$ cat src/hdl/sma_pkg.sv
// Shared types and constants for the simple moving average filter.
// No dependencies; imported by sma_div and simple_moving_average.
package sma_pkg;

    // Ring depth and field widths
    localparam int MAX_WINDOW  = 256;
    localparam int SAMPLE_BITS = 16;
    localparam int SLOT_BITS   = $clog2(MAX_WINDOW);
    localparam int WIN_BITS    = SLOT_BITS + 1;
    localparam int SUM_BITS    = SAMPLE_BITS + SLOT_BITS;

    // Divider: one quotient bit per step
    localparam int DIV_STEPS = SUM_BITS;
    localparam int CNT_BITS  = $clog2(DIV_STEPS);

    // Sequencer states
    typedef enum logic [2:0] {
        ST_IDLE,
        ST_READ,
        ST_SUM,
        ST_DIV,
        ST_OUT
    } sma_state_t;

    // Divider status toward the sequencer
    typedef struct packed {
        logic busy;
        logic done;
    } sma_div_stat_t;

endpackage

$ cat src/hdl/sma_div.sv
// Iterative restoring divider: signed window sum by unsigned window size.
// One quotient bit per cycle, quotient truncated toward zero. Uses sma_pkg.
module sma_div
    import sma_pkg::*;
(
    input  logic                       aclk,
    input  logic                       aresetn,
    input  logic                       start,
    input  logic signed [SUM_BITS-1:0] dividend,
    input  logic        [WIN_BITS-1:0] divisor,
    output sma_div_stat_t              stat,
    output logic signed [SUM_BITS-1:0] quotient
);

    logic                busy_reg, busy_next;
    logic                done_reg, done_next;
    logic [CNT_BITS-1:0] count_reg, count_next;
    logic [WIN_BITS-1:0] rem_reg, rem_next;
    logic [SUM_BITS-1:0] shift_reg, shift_next;
    logic [WIN_BITS-1:0] dvs_reg, dvs_next;
    logic                neg_reg, neg_next;

    logic [WIN_BITS:0]   trial;
    logic [WIN_BITS:0]   diff;
    logic                fits;

    // Trial subtract of the divisor from the shifted partial remainder
    assign trial = {rem_reg, shift_reg[SUM_BITS-1]};
    assign diff  = trial - {1'b0, dvs_reg};
    assign fits  = (trial >= {1'b0, dvs_reg});

    // Next state of the shift-and-subtract loop
    always_comb begin
        busy_next  = busy_reg;
        done_next  = 1'b0;
        count_next = count_reg;
        rem_next   = rem_reg;
        shift_next = shift_reg;
        dvs_next   = dvs_reg;
        neg_next   = neg_reg;
        if (start) begin
            busy_next  = 1'b1;
            count_next = '0;
            rem_next   = '0;
            dvs_next   = divisor;
            neg_next   = dividend[SUM_BITS-1];
            shift_next = dividend[SUM_BITS-1] ? (~dividend + 1'b1) : dividend;
        end else if (busy_reg) begin
            rem_next   = fits ? diff[WIN_BITS-1:0] : trial[WIN_BITS-1:0];
            shift_next = {shift_reg[SUM_BITS-2:0], fits};
            count_next = count_reg + 1'b1;
            if (count_reg == CNT_BITS'(DIV_STEPS - 1)) begin
                busy_next = 1'b0;
                done_next = 1'b1;
            end
        end
    end

    // Control registers
    always_ff @(posedge aclk) begin
        if (!aresetn) begin
            busy_reg  <= 1'b0;
            done_reg  <= 1'b0;
            count_reg <= '0;
        end else begin
            busy_reg  <= busy_next;
            done_reg  <= done_next;
            count_reg <= count_next;
        end
    end

    // Datapath registers
    always_ff @(posedge aclk) begin
        rem_reg   <= rem_next;
        shift_reg <= shift_next;
        dvs_reg   <= dvs_next;
        neg_reg   <= neg_next;
    end

    // Restore the sign of the quotient
    assign quotient  = neg_reg ? signed'(~shift_reg + 1'b1) : signed'(shift_reg);
    assign stat.busy = busy_reg;
    assign stat.done = done_reg;

endmodule

$ cat config.mk
export PLATFORM = sky130hd
export DESIGN_NAME = sma_div
export DESIGN_NICKNAME = d
export VERILOG_FILES = /design/src/hdl/sma_pkg.sv /design/src/hdl/sma_div.sv
export SDC_FILE = /design/constraint.sdc
export NUM_CORES = 1
export LEC_CHECK = 0
export ABC_AREA = 1
export CELL_PAD_IN_SITES_DETAIL_PLACEMENT = 0
export CELL_PAD_IN_SITES_GLOBAL_PLACEMENT = 1
export CORE_MARGIN = 10
export CORE_UTILIZATION = 51
export CTS_BUF_LIST = sky130_fd_sc_hd__clkbuf_8
export DETAILED_ROUTE_END_ITERATION = 10
export DONT_BUFFER_PORTS = 1
export GPL_TIMING_DRIVEN = 0
export PLACE_DENSITY = 0.92
export SYNTH_ARGS = -nofsm -noshare
export SYNTH_HDL_FRONTEND = slang
export SYNTH_SLANG_ARGS = --single-unit
export TNS_END_PERCENT = 50
$ cat constraint.sdc
create_clock -name aclk -period 4.3 [get_ports aclk]
set_input_delay 0.43 -clock aclk [delete_from_list [all_inputs] [get_ports aclk]]
set_output_delay 0.43 -clock aclk [all_outputs]
set_load 0.02 [all_outputs]
* Yosys cells after proc, flatten, opt, wreduce, memory -nomap -nowiden
Cells that the tools add are included.
** Storage, ports and cells
- Register bits after elaboration :: 50
- Output and inout port bits :: 26
- Logic and storage cells :: 29
** Operators by class
- Add/subtract/negate cells :: 4
- Magnitude comparators :: 1
- Equality and inequality tests :: 1
- Muxes and demuxes :: 9
- Bitwise gates (word level) :: 4
- Reduce and logical (&&, ||, !) cells :: 3
** Operator list (count)
- two-way mux 24 bit :: 4
- adder 24 x 1 -> 24 bit (second input constant) :: 2
- NOT 24 bit :: 2
- >= comparator 10 x 9 -> 1 bit :: 1
- two-way mux 9 bit :: 1
- subtractor 9 bit :: 1
- adder 5 x 1 -> 5 bit (second input constant) :: 1
- equality test 5 bit (second input constant) :: 1
- two-way mux 1 bit :: 4
- OR reduction 3 bit :: 1
- NOT 1 bit :: 2
- nonzero test 2 bit :: 1
- OR reduction 2 bit :: 1

* Longest topological paths before layout
Gate-level depths: netlist of the first run.
- Depth in word-level cells :: 4
- Depth in mapped cells :: 13
- Depth with buffers taken out :: 13

* Worst setup path before layout of the first run
No wires, ideal clock.
- Kind :: register -> output
- From :: register shift_reg[0]
- To :: output port quotient[16]
- Arrival time :: 1532 ps
- Path slack :: 2338 ps
- Stages on the path, launching flop included :: 11
- Path buffers :: 0
- Cell sequence :: edfxtp_1 inv_1 ha_1 inv_1 nor3_4 inv_1 nor2_2 nand2_1 xor2_1 nand2_1 o21ai_0
** On the way
- Longest elaborated chain between the ends :: 3
** RTL lines
- start: declaration :: RTL line sma_div.sv:19 : logic [SUM_BITS-1:0] shift_reg, shift_next;
- start signal: assignment :: RTL line sma_div.sv:75 : shift_reg <= shift_next;
- NOT 24 bit :: RTL line sma_div.sv:81 : assign quotient = neg_reg ? signed'(~shift_reg + 1'b1) : signed'(shift_reg);
- adder 24 x 1 -> 24 bit :: RTL line sma_div.sv:81
- two-way mux 24 bit :: RTL line sma_div.sv:81
- end: declaration :: RTL line sma_div.sv:12 : output logic signed [SUM_BITS-1:0] quotient
Every way passes these cells.

* Worst setup path in the final report of the first run
Same ends and word-level chain as after synthesis.

==> results by group, run 1 <==
GRT
  • Initial antenna violation count: 0
  • Vias in the first global route: approximately 3200
  • Largest net degree at the start of global routing: 26
  • Overall Global Routing Usage: between 10% and 20%
  • First-pass GRT wire length: between 15 and 20 mm
  • Grt total ovfl: 0

Timing
  • Max frequency: about 380 MHz
  • Final Hold Slack: around 210 ps
  • Setup_tns: 0 ps
  • Period utilization: approximately 61%
  • Final Max Slew Viols: 0
  • Rel. slew slack: 39.8%
  • Worst Skew: approximately 13 ps
  • Final min period: 2610 ps
  • Worst-Margin Slew: between 900 and 1000 ps
  • Final setup vio count: 0
  • Hold Vio Cnt, Final: 0
  • Unrepaired setup endpoints after global routing: false
  • Setup WS post-layout: 1690 ps

Clock tree
  • TritonCTS clock tree: yes
  • CTS HTree Levels: 2
  • Postcts setup bufs: 0
  • Max Root-Sink Buffers: 2
  • CTS Buf Count: 5
  • Clock latency on the worst-skew pair: approximately 300 ps
  • CTS sink cnt: 50
  • Root buf cell: clkbuf_8
  • Cts repair resizes: 0
  • Hold buffers post-CTS: 0
  • Worst-path clk slew: ~100 ps

Worst setup path
  • CP endpoint: quotient[16]
  • Worst reg2reg path depth: 12
  • Startpoint Class: register
  • Critical path fanouts, max: 4
  • Worst Setup SP: shift_reg[0]
  • R2R Path End: shift_reg[0]
  • FF-to-FF setup slack: about 2100 ps
  • Largest stage delay on the critical path: ~420 ps
  • Critical Path Most Common Cell: inv_1
  • Arr. time, crit path: roughly 2200 ps
  • CP bufs+invs: 3
  • CP Cell Sequence: inv_1 > ha_1 > inv_1 > nor3_4 > inv_1 > nor2_2 > nand2_1 > xor2_1 > nand2_1 > o21ai_0
  • Reg2reg start: shift_reg[23]
  • Slowest CP cell: edfxtp_1
  • Data required time of the worst path: ~3900 ps
  • CP Capture Type: output port
  • Crit Path Class: reg2out
  • Critical Path Stages: 10
  • Crit-path leading delay family: simple AND/OR/NAND/NOR gates

Route
  • Via Count: 3425
  • DRC viols: 0
  • Post-route antenna net violation count: 0
  • DRT iter0 DRCs: 220
  • Final WL: approximately 9.3 mm
  • 1st-pass router iterations: 4
  • Routed wire length per instance: between 10 and 15 µm
  • DR vias/cell: 5.20

Synth
  • Ys async rst share: 0%
  • Post-synthesis instance total: approximately 550
  • Mapped Nets: between 600 and 700
  • Seq/Total Area, Yosys: a little over a third
  • Synth Warn #: 0
  • Synth unique cells: 32
  • Seq cells post-synth: 50
  • Number of synthesized flops with an enable pin: 34
  • Syn_area_per_cell: roughly 7.0 µm²
  • Mapped cell area: slightly below 4000 µm²
  • Prevailing post-synth register cell: edfxtp_1

Power
  • Worst VDD drop: 0.189 mV
  • PwrDens: 308 nW/µm²
  • Leakage: ~0.0019 µW

Finish
  • Non-Filler Instances: approximately 660
  • Share of post-route cells with drive strength above 1: 7.50%
  • Max reg flops: 24
  • Diode count: 0
  • P&R area growth vs syn: 6.37%
  • Nets: between 600 and 700

Placed design
  • GPL Wtd Cong: around 0.92
  • Post-detail-place hpwl: 7.75 mm
  • Placed cells: 651
  • Setup WS pre-CTS: roughly 2000 ps
  • PortBufs: 0

Die
  • Core area: 7290 µm²
  • Die ar.: about 11000 µm²
  • Rows: 31
  • Die width: ~110 µm
  • Initial core utilization: 52.8%
  • IO Count: 62
  • Die Ht: approximately 110 µm

Run
  • Number of max-cap violations: 0

Outcome
  • Status: finished, final reports clean

Hold path
  • Worst hold-check path type: in2reg
  • Hold path startpoint: divisor[0]
-- cells in the mapped netlist, types with 3 or more instances --
library cell	instances	area share (%)
edfxtp_1	34	27
nand4_1	9	1.5
dfxtp_1	16	8.3
nand2_1	167	16
nor2_2	7	1.1
buf_4	3	0.58
nand3b_1	12	2.3
buf_2	8	1.0
a21oi_1	12	1.6
clkbuf_1	4	0.39
nor3_1	8	1.0
nor2_1	54	5.3
xor2_1	28	6.4
xnor2_1	4	0.91
o21ai_0	23	3.0
ha_1	12	3.9
a31oi_1	4	0.65
inv_1	73	7.1
nand2_2	6	0.97
nand3_1	51	6.6
-- per-layer routing --
layer	track usage, %	wire length (µm)
met4	2.71	54
met5	0	0
met1	24.7	4760
met2	23.6	3790
met3	3.89	685
-- worst min path at each step --
| stage | to | slack [ps] | depth (start not counted) |
|---|---|---|---|
| after floorplan | rem_reg[1] | 440 | 2 |
| after global placement | busy_reg | 460 | 1 |
| after detailed placement | busy_reg | 460 | 1 |
| after CTS | dvs_reg[3] | 200 | 0 |
| after global routing | dvs_reg[3] | 190 | 0 |
| final | dvs_reg[0] | 210 | 0 |
-- cell usage in the layout, fill, tap and decap left out, types with 3 or more instances in the layout --
master	Yosys	routed
a31oi_1	4	4
nand4_1	9	9
o21ai_0	23	23
nand2_1	167	167
buf_4	3	3
nand2_2	6	6
inv_1	73	73
xor2_1	28	28
nor3_1	8	8
nand3_1	51	51
dfxtp_1	16	16
ha_1	12	12
a21oi_1	12	12
nand3b_1	12	12
edfxtp_1	34	34
buf_2	8	8
clkbuf_8	0	6
nor2_2	7	7
clkbuf_1	4	4
nor2_1	54	54
xnor2_1	4	4
-- cell families (layout without fill, tap and decap cells) --
kind of cell	after synthesis	in the layout	synth area share [%]
XOR/XNOR	32	32	7.28
AO/OA/AOI/OAI	45	45	6.60
AND/OR/NAND/NOR	323	323	37.7
flip-flops	50	50	34.8
buffers and inverters	89	97	9.23
adder cells (fa/ha/maj)	13	13	4.42
-- report_power, final --
group / internal [µW] / switching (µW) / total (µW)
Sequential: 561 / 39.6 / 600
Combinational: 91.6 / 223 / 315
Clock: 191 / 155 / 347
-- worst register-to-register path, cell delays in order (launching register included) --
cell and delay [ps]:
edfxtp_1 450, inv_1 120, ha_1 140, inv_1 60
fa_1 400, nand3_1 100, nand2_1 120, nand2_2 100
nand2_2 70, nand2_4 130, nand2_4 120, nand2_1 80
o21ai_0 80
-- through the flow --
step	total power, µW	instance area [µm²]	util [%]
after floorplan	857	3850	-
after global placement	921	3980	54.5
after detailed placement	926	3980	54.5
after CTS	1270	4100	56.2
after global routing	1340	4100	56.2
final	1260	4100	56.2
-- final cells by class --
cell class	instances	area (µm²)
fill	743	3200
multi-input combinational	413	2150
sequential	50	1340
inverter	74	278
tap	99	124
clock buffer	6	82.6
buffer	15	77.6
clock inverter	2	38.8
No activity file was read; power rests on OpenSTA's default activity.
==> inputs of run 2 (changes only) <==
--- a/config.mk
+++ b/config.mk
@@ -9,12 +9,12 @@
 export CELL_PAD_IN_SITES_DETAIL_PLACEMENT = 0
 export CELL_PAD_IN_SITES_GLOBAL_PLACEMENT = 1
 export CORE_MARGIN = 10
-export CORE_UTILIZATION = 51
+export CORE_UTILIZATION = 43
 export CTS_BUF_LIST = sky130_fd_sc_hd__clkbuf_8
 export DETAILED_ROUTE_END_ITERATION = 10
 export DONT_BUFFER_PORTS = 1
 export GPL_TIMING_DRIVEN = 0
-export PLACE_DENSITY = 0.92
+export PLACE_DENSITY = 0.83
 export SYNTH_ARGS = -nofsm -noshare
 export SYNTH_HDL_FRONTEND = slang
 export SYNTH_SLANG_ARGS = --single-unit
==> constraint.sdc (replaced) <==
create_clock -name aclk -period 2.3 [get_ports aclk]
set_input_delay 0.23 -clock aclk [delete_from_list [all_inputs] [get_ports aclk]]
set_output_delay 0.23 -clock aclk [all_outputs]
set_load 0.02 [all_outputs]
==> run 2 against run 1 <==
Die area grew 15%. Critical path depth fell by 2. Power is 83% higher. Critical endpoint is now quotient[12].
==> results by group, run 2 (synthesis results as in run 1) <==
Die
  • Die Ht: about 110 µm
  • Initial core utilization: roughly 44%
  • Core area: 8720 µm²
  • IO Count: slightly above 60
  • Die ar.: between 10000 and 15000 µm²
  • Die width: 115 µm
  • Rows: 34

Worst setup path
  • CP Capture Type: output port
  • Arr. time, crit path: between 1500 and 2000 ps
  • Crit Path Class: reg2out
  • Critical path fanouts, max: 4
  • Data required time of the worst path: just over 2000 ps
  • Startpoint Class: register

Timing
  • Worst Skew: between 7 and 8 ps
  • Unrepaired setup endpoints after global routing: true
  • Final Hold Slack: 12.3 ps
  • Final min period: about 2200 ps
  • Max frequency: roughly 460 MHz
  • Setup WS post-layout: roughly 120 ps
  • Final Max Slew Viols: 0
  • Rel. slew slack: about two fifths
  • Worst-Margin Slew: 916 ps
  • Hold Vio Cnt, Final: 0
  • Period utilization: between 90% and 100%
  • Final setup vio count: 0

Finish
  • Multi-input gate area: 2220 µm²
  • Commonest non-fill, non-tap cell in the layout: nand2_1
  • Share of post-route cells with drive strength above 1: between 10% and 20%
  • Max reg flops: 24
  • Sequential standard cell area: approximately 1300 µm²
  • P&R area growth vs syn: 11.1%
  • Most frequent cells in the layout: nand2_1 (166), inv_1 (70), nor2_1 (54)
  • Final core occ: 49.1%
  • # fillers: between 800 and 900
  • Diode count: 0
  • Nets: 623

Clock tree
  • TritonCTS clock tree: yes
  • Max Root-Sink Buffers: 2
  • Worst-path clk slew: ~100 ps
  • CTS Buf Count: 5
  • CTS HTree Levels: 2
  • Clock latency on the worst-skew pair: 310 ps
  • CTS sink cnt: 50
  • Root buf cell: clkbuf_8

Placed design
  • GPL Wtd Cong: around 0.84
  • Post-detail-place hpwl: ~8.0 mm
  • PortBufs: 0
  • Setup WS pre-CTS: ~46 ps

Power
  • PwrDens: ~540 nW/µm²
  • Internal power: 1470 µW
  • Leakage: around 0.0020 µW
  • Comb pwr share: 27.6%
  • Switch share: 36.4%
  • Clock network power share: 23.7%
  • Worst VDD drop: 0.279 mV
  • Net switching power: around 840 µW
  • Sequential share of power: between 40% and 50%

GRT
  • Initial antenna violation count: 0
  • First-pass GRT wire length: approximately 16 mm
  • Largest net degree at the start of global routing: 26
  • Grt total ovfl: 0
  • Overall Global Routing Usage: between 10% and 20%
  • Vias in the first global route: between 3000 and 4000

Route
  • DRT iter0 DRCs: between 200 and 250
  • Post-route antenna net violation count: 0
  • 1st-pass router iterations: 4
  • Via Count: 3476
  • DR vias/cell: approximately 5.1
  • DRC viols: 0
  • Routed wire length per instance: 14.5 µm
  • Final WL: roughly 9.9 mm

Run
  • Number of max-cap violations: 0

Outcome
  • Status: finished, final reports clean

Hold path
  • Worst hold-check path type: in2reg
==> run 2: changes by cell type in the layout (fill, tap and decap cells not counted), moves of 3 or more <==
cell,before,now
inv_1,73,70
dlygate4sd3_1,0,7
buf_4,3,11
inv_2,1,4
xor2_2,0,6
xor2_1,28,22
==> run 2: power groups by stage <==
stage / combinational [µW] / sequential, µW / clock [µW]
after floorplan: 487 / 1110 / 0
after global routing: 716 / 1140 / 598
final: 639 / 1120 / 548
after CTS: 616 / 1120 / 564
after detailed placement: 599 / 1140 / 0
after global placement: 593 / 1140 / 0
==> run 2: per-layer routing <==
metal	up-vias	routed length [µm]	part of all wire [%]	track usage (%)
li1	1819	-	-	-
met1	1583	5030	51	21.2
met2	68	4300	43	23.0
met3	6	525	5.3	2.94
met4	0	78	0.79	2.76
met5	-	0	0	0
==> run 2: timing repair <==
action                                  4_1_cts  5_1_grt
buffers inserted                              0        8
hold endpoints to repair                      6        6
endpoints found under the setup margin        4       14
hold buffers                                  6        1
resized for setup                             6        9
pin swaps                                     0        1
==> run 2: critical path: stages, from the launching register on <==
cell      delay [ps]
edfxtp_1         420
inv_2            110
ha_2             190
inv_2             60
nor3_4           220
inv_1            100
nor2_4           120
a31oi_1          120
xor2_2           300
==> run 2: cell type report <==
class	count	share of cell area [%]
repair buffers	15	3.04
well taps	108	3.16
clock inverters	3	0.672
multi-input cells	413	51.9
clock buffers	5	1.61
plain buffers	15	1.81
inverters	74	6.49
flip-flops and latches	50	31.3
==> run 2: final timing paths <==
kind / start / endpoint / slack [ps] / cells after the start
setup / recovery: shift_reg[0] / quotient[12] / 120 / 8
hold / removal: divisor[5] / dvs_reg[5] / 10 / 0
setup reg to reg: shift_reg[23] / shift_reg[0] / 160 / 12
hold reg to reg: count_reg[4] / busy_reg / 470 / 1
==> run 2: through the flow <==
stage                     cell area, µm²  std cells  power, µW  setup TNS [ps]
after global placement              3990        660       1730               0
after floorplan                     3850        552       1600               0
after CTS                           4170        674       2300               0
final                               4280        683       2310               0
after detailed placement            3990        660       1740               0
after global routing                4280        683       2450            -115
==> inputs of run 3 (changes only) <==
--- a/config.mk
+++ b/config.mk
@@ -9,12 +9,12 @@
 export CELL_PAD_IN_SITES_DETAIL_PLACEMENT = 0
 export CELL_PAD_IN_SITES_GLOBAL_PLACEMENT = 1
 export CORE_MARGIN = 10
-export CORE_UTILIZATION = 43
-export CTS_BUF_LIST = sky130_fd_sc_hd__clkbuf_8
+export CORE_UTILIZATION = 42
 export DETAILED_ROUTE_END_ITERATION = 10
 export DONT_BUFFER_PORTS = 1
 export GPL_TIMING_DRIVEN = 0
-export PLACE_DENSITY = 0.83
+export PLACE_DENSITY = 0.81
+export SLEW_MARGIN = 20
 export SYNTH_ARGS = -nofsm -noshare
 export SYNTH_HDL_FRONTEND = slang
 export SYNTH_SLANG_ARGS = --single-unit
==> run 3 against run 2 <==
Clock skew increased by 5.5 ps. Critical path depth unchanged. Register-to-register slack got worse by 40 ps. Die area increased by 2.0%. Cell count unchanged. Combinational power increased by 2%. Sequential power about the same. Sequential cell count unchanged. Highest routed layer unchanged.
==> results by group, run 3 (synthesis results as in run 1) <==
Outcome
  • Status: finished, final reports clean

Worst setup path
  • Critical path fanouts, max: 4
  • Startpoint Class: register
  • CP Cell Sequence: inv_2 > ha_4 > inv_2 > nor3_4 > inv_1 > nor2_4 > a31oi_2 > xor2_2
  • Largest stage delay on the critical path: 430 ps
  • Data required time of the worst path: between 2000 and 2500 ps
  • Slowest CP cell: edfxtp_1
  • CP Capture Type: output port
  • Arr. time, crit path: around 2000 ps
  • Crit Path Class: reg2out
  • Critical Path Most Common Cell: inv_2

Route
  • DR vias/cell: 5.11
  • Met2 wire len: approximately 4.4 mm
  • 1st-pass router iterations: 5
  • DRC viols: 0
  • Final WL: about 10 mm
  • DRT iter0 DRCs: ~300
  • M1 WL: ~5 mm
  • Routed wire length per instance: around 15 µm
  • Highest routed layer: met4
  • Met3 wire len: 734 µm
  • Post-route antenna net violation count: 0
  • Via Count: 3493

GRT
  • Overall Global Routing Usage: between 10% and 20%
  • First-pass GRT wire length: 16.6 mm
  • Vias in the first global route: 3296
  • Initial antenna violation count: 0
  • Grt total ovfl: 0
  • Largest net degree at the start of global routing: 26

Finish
  • Share of post-route cells with drive strength above 1: around a tenth
  • Most frequent cells in the layout: nand2_1 (165), inv_1 (70), nor2_1 (53)
  • Final core occ: between 40% and 50%
  • # fillers: between 800 and 900
  • Diode count: 0
  • Max reg flops: 24
  • Nets: between 600 and 700
  • P&R area growth vs syn: 11.8%
  • Commonest non-fill, non-tap cell in the layout: nand2_1

Clock tree
  • CTS sink cnt: 50
  • Worst-path clk slew: between 100 and 150 ps
  • CTS HTree Levels: 2
  • CTS Buf Count: 5
  • Max Root-Sink Buffers: 2
  • TritonCTS clock tree: yes
  • Root buf cell: clkbuf_8
  • Clock latency on the worst-skew pair: approximately 310 ps

Die
  • Initial core utilization: 43.7%
  • Die width: around 120 µm
  • Rows: 34
  • Die Ht: 116 µm
  • IO Count: 62
  • Die ar.: between 10000 and 15000 µm²
  • Core area: about 9000 µm²

Timing
  • Unrepaired setup endpoints after global routing: true
  • Max frequency: ~450 MHz
  • Hold Vio Cnt, Final: 0
  • Final min period: between 2000 and 2500 ps
  • Setup_tns: 0 ps
  • Worst Skew: 13.5 ps
  • Final setup vio count: 0
  • Final Max Slew Viols: 0
  • Rel. slew slack: between 40% and 50%
  • Period utilization: 96.1%
  • Final Hold Slack: about 13 ps
  • Worst-Margin Slew: 896 ps

Placed design
  • Post-detail-place hpwl: 8.13 mm
  • GPL Wtd Cong: around 0.85
  • PortBufs: 0

Run
  • Number of max-cap violations: 0

Power
  • Worst VDD drop: around 0.26 mV
  • Leakage: around 0.002 µW
  • PwrDens: about 540 nW/µm²

Hold path
  • Worst hold-check path type: in2reg
==> run 3: changes by cell type in the layout (fill, tap and decap cells not counted), sizes merged <==
cell and delta:
buf -3, dlygate4sd3 +3, clkinv -1, inv +1
==> run 3: where the power goes <==
part	switching (µW)	total [µW]	internal, µW
logic	450	652	203
registers	77.8	1130	1050
clock network	324	552	228
total	852	2330	1480
==> run 3: worst paths after layout <==
kind	startpoint	endpoint	slack (ps)	cells past startpoint
setup reg to reg	shift_reg[23]	shift_reg[0]	120	12
hold reg to reg	rem_reg[3]	rem_reg[3]	480	2
hold / removal	dividend[23]	neg_reg	10	0
setup / recovery	shift_reg[1]	quotient[12]	90	8
==> run 3: layout make-up <==
cell class	instances	area, µm²	share of cell area [%]
Timing Repair Buffer	15	138	3.20
Inverter	74	278	6.45
Buffer	15	77.6	1.80
Tap cell	108	135	3.14
Clock buffer	5	68.8	1.60
Multi-Input combinational cell	413	2240	52.0
Clock inverter	3	28.8	0.668
Sequential cell	50	1340	31.1
==> run 3: metal layers <==
metal / vias up / track usage [%]
met1: 1572 / 21.4
met2: 97 / 23.8
met5: - / 0
met4: 0 / 3.59
li1: 1817 / -
met3: 7 / 3.67
==> run 3: timing repair <==
item	4_1_cts	5_1_grt
gates resized for setup	7	12
setup buffers	2	3
endpoints found under the hold margin	9	4
setup endpoints to repair	4	10
hold buffers	9	1
pin swaps	2	3
==> run 3: through the flow <==
stage | instances | setup slack [ps] | instance area, µm² | total power, µW
after floorplan | 552 | 360 | 3850 | 1600
after global placement | 660 | 17.8 | 3990 | 1730
after detailed placement | 660 | 24.1 | 3990 | 1740
after CTS | 679 | 11.3 | 4220 | 2320
after global routing | 683 | 0.623 | 4310 | 2460
final | 683 | 90.3 | 4310 | 2330
==> run 3: worst max-delay path, delay by kind of cell (launching register included) <==
kind | cells | cell delay [ps]
flops | 1 | 430
buf+inv | 3 | 270
simple gates | 2 | 360
xor+xnor | 1 | 330
fa+ha+maj | 1 | 140
compound gates | 1 | 130
